<file path="src/rtl/tvg_pkg.sv">
package tvg_pkg;

    localparam logic [1:0] REG_IMAGE_WIDTH     = 2'd0;
    localparam logic [1:0] REG_IMAGE_HEIGHT    = 2'd1;
    localparam logic [1:0] REG_SMOOTHING_FLOOR = 2'd2;

    localparam int PIX_W      = 16;
    localparam int VAL_W      = 18;
    localparam int DIV_STEPS  = 31;
    localparam int ROOT_STEPS = 16;

    typedef enum logic [3:0] {
        SEQ_IDLE,
        SEQ_RD_ABOVE,
        SEQ_RD_RIGHT,
        SEQ_NX,
        SEQ_NY,
        SEQ_EMIT1,
        SEQ_NX2,
        SEQ_EMIT2,
        SEQ_EMIT3,
        SEQ_FINISH
    } tvg_seq_state_t;

    typedef enum logic [2:0] {
        NRM_IDLE,
        NRM_SQUARE,
        NRM_SETUP,
        NRM_DIVIDE,
        NRM_ROOT,
        NRM_DONE
    } tvg_nrm_state_t;

    typedef struct packed {
        logic              done;
        logic signed [15:0] value;
    } tvg_nrm_rsp_t;

endpackage

</file>
<file path="src/rtl/tvg_norm.sv">
module tvg_norm
    import tvg_pkg::*;
(
    input  logic               aclk,
    input  logic               aresetn,
    input  logic               start,
    input  logic signed [16:0] d,
    input  logic signed [16:0] e,
    input  logic [15:0]        mu,
    output tvg_nrm_rsp_t       rsp
);

    tvg_nrm_state_t state_reg, state_next;

    logic [15:0] ua_reg, ub_reg, mu_reg;
    logic        neg_reg;
    logic [31:0] ua2_reg, ub2_reg, m2_reg;
    logic        big_reg;
    logic [33:0] rem_reg, div_reg;
    logic [30:0] low_reg, quot_reg;
    logic [4:0]  cnt_reg;
    logic [31:0] op_reg, res_reg, one_reg;
    logic [14:0] mag_reg;

    logic [16:0] abs_d, abs_e;
    logic [32:0] sum_s;
    logic        big;
    logic [61:0] dividend;
    logic [34:0] shifted;
    logic        ge;
    logic [30:0] quot_next;
    logic [31:0] root_sum, res_next;

    always_ff @(posedge aclk) begin
        if (!aresetn) begin
            state_reg <= NRM_IDLE;
        end else begin
            state_reg <= state_next;
        end
    end

    always_comb begin
        state_next = state_reg;
        abs_d = d[16] ? 17'(-d) : 17'(d);
        abs_e = e[16] ? 17'(-e) : 17'(e);
        sum_s = {1'b0, ua2_reg} + {1'b0, ub2_reg};
        big = sum_s >= {1'b0, m2_reg};
        dividend = big ? {ua2_reg, 30'b0} : (62'({ua_reg, 15'b0}) + 62'(mu_reg));
        shifted = {rem_reg, low_reg[30]};
        ge = shifted >= {1'b0, div_reg};
        quot_next = {quot_reg[29:0], ge};
        root_sum = res_reg + one_reg;
        res_next = (op_reg >= root_sum) ? ((res_reg >> 1) + one_reg) : (res_reg >> 1);
        case (state_reg)
            NRM_IDLE: begin
                if (start) begin
                    state_next = NRM_SQUARE;
                end
            end
            NRM_SQUARE: state_next = NRM_SETUP;
            NRM_SETUP:  state_next = NRM_DIVIDE;
            NRM_DIVIDE: begin
                if (cnt_reg == 5'(DIV_STEPS - 1)) begin
                    state_next = big_reg ? NRM_ROOT : NRM_DONE;
                end
            end
            NRM_ROOT: begin
                if (cnt_reg == 5'(ROOT_STEPS - 1)) begin
                    state_next = NRM_DONE;
                end
            end
            NRM_DONE: state_next = start ? NRM_SQUARE : NRM_IDLE;
            default: state_next = NRM_IDLE;
        endcase
        rsp.done = (state_reg == NRM_DONE);
        rsp.value = neg_reg ? -$signed({1'b0, mag_reg}) : $signed({1'b0, mag_reg});
    end

    always_ff @(posedge aclk) begin
        if ((state_reg == NRM_IDLE || state_reg == NRM_DONE) && start) begin
            ua_reg  <= abs_d[15:0];
            ub_reg  <= abs_e[15:0];
            neg_reg <= d[16];
            mu_reg  <= (mu == 16'd0) ? 16'd1 : mu;
        end
        case (state_reg)
            NRM_SQUARE: begin
                ua2_reg <= ua_reg * ua_reg;
                ub2_reg <= ub_reg * ub_reg;
                m2_reg  <= mu_reg * mu_reg;
            end
            NRM_SETUP: begin
                big_reg  <= big;
                rem_reg  <= 34'(dividend[61:31]);
                low_reg  <= dividend[30:0];
                div_reg  <= big ? 34'(sum_s) : 34'({mu_reg, 1'b0});
                quot_reg <= '0;
                cnt_reg  <= '0;
            end
            NRM_DIVIDE: begin
                rem_reg  <= ge ? 34'(shifted - {1'b0, div_reg}) : 34'(shifted);
                low_reg  <= {low_reg[29:0], 1'b0};
                quot_reg <= quot_next;
                cnt_reg  <= cnt_reg + 5'd1;
                if (cnt_reg == 5'(DIV_STEPS - 1)) begin
                    op_reg  <= {1'b0, quot_next};
                    res_reg <= '0;
                    one_reg <= 32'h4000_0000;
                    mag_reg <= quot_next[14:0];
                    cnt_reg <= '0;
                end
            end
            NRM_ROOT: begin
                if (op_reg >= root_sum) begin
                    op_reg <= op_reg - root_sum;
                end
                res_reg <= res_next;
                one_reg <= one_reg >> 2;
                cnt_reg <= cnt_reg + 5'd1;
                if (cnt_reg == 5'(ROOT_STEPS - 1)) begin
                    mag_reg <= 15'((res_next + 32'd1) >> 1);
                end
            end
            default: begin
            end
        endcase
    end

endmodule

</file>
<file path="config.mk">
export PLATFORM = sky130hd
export DESIGN_NAME = tvg_norm
export DESIGN_NICKNAME = d
export VERILOG_FILES = /design/src/rtl/tvg_pkg.sv /design/src/rtl/tvg_norm.sv
export SDC_FILE = /design/constraint.sdc
export NUM_CORES = 2
export LEC_CHECK = 0
export ABC_AREA = 1
export CAP_MARGIN = 40
export CORE_MARGIN = 4
export CORE_UTILIZATION = 45
export CTS_CLUSTER_DIAMETER = 40
export DETAILED_ROUTE_END_ITERATION = 8
export DONT_BUFFER_PORTS = 1
export GPL_TIMING_DRIVEN = 1
export PLACE_DENSITY = 0.68
export SLEW_MARGIN = 0
export SYNTH_ARGS = -nofsm -noshare
export SYNTH_HDL_FRONTEND = slang
export SYNTH_SLANG_ARGS = --single-unit
</file>
<file path="constraint.sdc">
create_clock -name aclk -period 11.3 [get_ports aclk]
set_clock_uncertainty 0.15 [all_clocks]
set_input_delay 0.565 -clock aclk [delete_from_list [all_inputs] [get_ports aclk]]
set_output_delay 0.565 -clock aclk [all_outputs]
set_load 0.01 [all_outputs]
</file>
* Word-level counts from Yosys, hierarchy flattened
Index checks and enable logic that the tools add are counted.
** Storage, ports and cells
- Register bits :: 394
- Bits of input ports :: 53
- Output and inout port bits :: 17
- Logic and storage cells :: 86
** Operators by class
- $add $sub $neg :: 11
- Multipliers :: 3
- $lt $le $gt $ge :: 3
- Equal/unequal tests :: 11
- Mux-type cells :: 28
- Reduce and logical (&&, ||, !) cells :: 11
** Operators by type and width (count)
- 32-bit case mux with 2 select lines :: 3
- 32-bit two-way mux :: 5
- 16-bit by 16-bit multiplier with 32-bit output :: 3
- 34-bit case mux with 2 select lines :: 1
- 62-bit two-way mux :: 1
- 31-bit case mux with 2 select lines :: 1
- 30-bit case mux with 2 select lines :: 1
- 16-bit two-way mux :: 3
- 35-bit by 34-bit greater-or-equal comparator with 1-bit output :: 1
- 34-bit two-way mux :: 1
- 34-bit subtractor :: 1
- 32-bit by 32-bit adder with 33-bit output :: 1
- 33-bit by 32-bit greater-or-equal comparator with 1-bit output :: 1
- 31-bit by 16-bit adder with 32-bit output :: 1
- 31-bit by 32-bit adder with 32-bit output :: 1
- 32-bit adder :: 1
- 32-bit greater-or-equal comparator :: 1
- 16-bit negator :: 2
- 32-bit subtractor :: 1
- 15-bit two-way mux :: 2
- 15-bit case mux with 2 select lines :: 1
- 3-bit case mux with 6 select lines :: 1
- 17-bit two-way mux :: 1
- 16-bit by 1-bit adder with 16-bit output, second input constant :: 1
- other kinds (20) :: 31

* Depth between registers and ports, before layout
- Depth in word-level cells :: 6
- Mapped depth :: 34
- Mapped depth without buffers :: 33

* Least setup slack after synthesis
Ideal clock, no wire load.
- Kind :: reg-to-reg
- Start :: register state_reg[1]
- End :: register op_reg[0] (enable)
- Setup time :: 466 ps
- Data arrival time :: 7957 ps
- Required time :: 10684 ps
- Setup slack :: 2727 ps
- Stages on the path, launching flop included :: 6
- Path buffers :: 1
- Period minus slack after synthesis :: 8573 ps
- Cell sequence :: dfxtp_1 inv_1 nor2_1 nand2_1 clkbuf_1 o21ai_0
** Between the ends
- Word-level cells in the longest chain between the ends :: 3
** RTL lines
- start: declaration :: line tvg_norm.sv:13 : tvg_nrm_state_t state_reg, state_next;
- start signal: assignment :: line tvg_norm.sv:38 : state_reg <= state_next;
- 3-bit == test or 3-bit by 2-bit == test with 1-bit output (tied branches) :: line tvg_norm.sv:86 : case (state_reg)
- 2-bit inequality test (no source line) or 2-bit nonzero test (tied branches)
- 3-bit AND reduction (no source line) *
- end signal: assignment :: line tvg_norm.sv:106 : op_reg <= {1'b0, quot_next};
- end signal: assignment :: line tvg_norm.sv:115 : op_reg <= op_reg - root_sum;
- end: declaration :: line tvg_norm.sv:22 : logic [31:0] op_reg, res_reg, one_reg;
Every way passes the cells marked *; elsewhere a longest branch is shown, timed or not.
A chain may end at the register's enable or synchronous reset.

* Final worst setup path
- Start :: register mu_reg[13]
- End :: register m2_reg[29], data pin
** Between the ends
- Word-level cells in the longest chain between the ends :: 1
** RTL lines
- start: declaration :: line tvg_norm.sv:15 : logic [15:0] ua_reg, ub_reg, mu_reg;
- start signal: assignment :: line tvg_norm.sv:84 : mu_reg <= (mu == 16'd0) ? 16'd1 : mu;
- 16-bit by 16-bit multiplier with 32-bit output :: line tvg_norm.sv:90 : m2_reg <= mu_reg * mu_reg;
- end signal: assignment :: line tvg_norm.sv:90
- end: declaration :: line tvg_norm.sv:17 : logic [31:0] ua2_reg, ub2_reg, m2_reg;
No other way between the ends.

==> results.cfg <==
[status]
status = finished, final reports clean

[logic_synthesis]
avgSynthCellArea_um2 = 8.23
yosysUniqueCellTypes = 60
yosys_warnings = 0
netlist_area_mm2 = 0.0467
synth-edff-count = 371
yosys.area_share.adder_pct = 33.6
syn_nets = 6695
synth-seq-area-share_pct = 24.0
synthArstFlopShare_pct = 0
synth.top_cell.area_share_pct = 23.8
syn_inst = 5679
synth_compound_area_share_pct = 8.40
synth_area_leaders = edfxtp_1 24%, fa_1 21%, ha_1 13%, inv_1 11%, nand2_1 9.2%
synthFlopType = edfxtp_1
synth-seq-cells = 374
synthXorXnorAreaFrac_pct = 5.17
yosys.area_share.simple_pct = 16.5
synth.area.mux_share_pct = 0
synth_top_family_by_area = adder cells
synth_top_area_cell = edfxtp_1

[finish]
final_cell_mix = 1,335 x inv_1, 1,138 x nand2_1, 489 x fa_1
diodes = 0
areaGrowthSynthToFinish_pct = 9.39
finalNetCount = 6671
final_layout_size_suffix_gt1_share_pct = 4.13
largest_reg_flops = 34
mostFrequentLayoutCell = inv_1

[worst_setup_path]
cp.arrival_ns = 7.18
r2r-end = m2_reg[29]
critical_path_depth = 21
path_class = reg -> reg
path_max_fanout = 20
worstSetupStartpointType = register
critPathLaunch = mu_reg[13]
r2r-start = mu_reg[13]
crit_required_ns = 11.52
reg2reg_slack_ns = 4.35
cp_common_cell = fa_1
cp_cell_sequence = nand2_1, fa_1, fa_1, inv_1, fa_1, fa_1, fa_1, inv_1, fa_1, inv_1, ha_1, a21oi_1, o21ai_0, a21oi_1, o21ai_0, a21boi_0, o21bai_1, a21boi_0, o21ai_0, nand2_1, nand2_1
cp_num_buf_inv = 3
reg2regPathDepth = 21
endpoint_kind = register
cpLargestDelayFamily = adder cells
cp_slowest_cell = edfxtp_1
cpPeakStageDelay_ns = 0.88

[hold_path]
hp-class = in -> reg
hold_end = ub_reg[1]
hold_path.startpoint = e[16]
hold_depth = 1

[floorplanning]
die_area_mm2 = 0.109
io-pin-count = 70
dieWidth_um = 330
initial_core_util_pct = 45.6
die_h_um = 330
coreArea_mm2 = 0.102
rows = 117

[grt]
gr-total-overflow = 0
grt_usage_pct = 21.5
grt_pass1_wl_um = 189000
antenna_found_initial = 2
grt_max_degree = 82
grt_pass1_vias = 38100

[sta]
slew-limit-headroom_pct = 38.5
setup_viol = 0
finalSetupTns_ns = 0
clock.fmax_mhz = 144
hold_viol = 0
finalMaxSlewViolations = 0
fin_crit_ns = 6.95
worst-slew-pin-transition_ns = 0.922
rsz0062_at_grt = no
period_share_pct = 61.5

[detailed_routing]
viasPerCell = 5.12
wl_um = 114000
ant_nets = 0
dr.pass1.iters = 8
drc = 0
drt-initial-drc-count = 2443
vias = 36300
wire_per_inst_um = 16.1

[clock_tree]
clk_pin_slew_ns = 0.05
postCtsHoldBufs = 49
root_buffer = clkbuf_16
post_cts_resize_count = 0
clkLatencyLatePin_ns = 0.64
clock-sinks = 374
cts_made_buffers = 79
htree_num_levels = 3
cts_buffer_depth = 3
post-cts-setup-buffers = 0
cts_tree = built

[placement]
io_buffers = 0
dp.final_hpwl_um = 90000
gp_congestion = 0.925

[run]
drv_cap = 0
worst register-to-register path: cells and delay by family (launching register included):
kind / cells / cell delay, ns
compound gates: 8 / 1.74
fa+ha+maj: 7 / 3.45
buf+inv: 3 / 0.15
flops: 1 / 0.88
simple gates: 3 / 0.32
layer usage:
metal | track usage (%) | wire (µm) | vias to the layer above
met2 | 38.1 | 56200 | 872
met3 | 2.82 | 5510 | 221
li1 | - | - | 17700
met4 | 7.08 | 3780 | 2
met5 | 0 | 7 | -
met1 | 27.3 | 48300 | 17500
how the worst max path moves through the flow:
stage / to / slack (ns)
floorplan: op_reg[0] / 2.73
global placement: m2_reg[29] / 4.63
detailed placement: m2_reg[29] / 4.49
CTS: m2_reg[29] / 4.44
global route: m2_reg[29] / 3.91
finish: m2_reg[29] / 4.35
kinds of logic after synthesis:
group,after synthesis
AND/OR/NAND/NOR,1870
buffers and inverters,1516
adder cells (fa/ha/maj),963
AO/OA/AOI/OAI,680
flip-flops,374
XOR/XNOR,276
stage by stage:
stage	hold WS (ns)	util [%]	cell area (µm²)	std cells	worst slack, ns
2_1_floorplan	0.274	-	46700	5679	2.73
3_3_place_gp	0.351	46.7	47900	6892	4.63
3_5_place_dp	0.365	46.8	47900	6893	4.49
4_1_cts	0.00933	49.9	51100	7086	4.44
5_1_grt	0.0343	49.9	51100	7086	3.91
6_report	0.0419	49.9	51100	7086	4.35
layout make-up:
cell class	count	area, µm²
Tap cell	1368	1710
Timing Repair Buffer	65	631
Inverter	1346	5050
Fill cell	9730	51300
Clock buffer	81	1980
Clock inverter	63	736
Sequential cell	374	11200
Multi-Input combinational cell	3789	29800
cells in the mapped netlist, types with 8 or more instances:
cell      instances
nor2_1          365
a21boi_0          9
inv_2             9
o31ai_1          10
o21a_1            8
a21o_1           20
fa_1            489
xnor2_1         101
xor2_1          175
nand4_1          36
a211oi_1         10
a21oi_1         256
a31oi_1          24
nand2_1        1142
inv_1          1337
nand2_2          15
clkbuf_1        134
nor4_1           24
buf_4             8
o21ai_1          18
o21bai_1         32
buf_1             9
edfxtp_1        371
nand3_1         173
o21ai_0         214
buf_2            15
o211ai_1         29
nor3_1           63
or2_2            13
ha_1            474
Power is not shown: default switching activity piles up to over one toggle a cycle in this logic, so the estimate is an artifact.
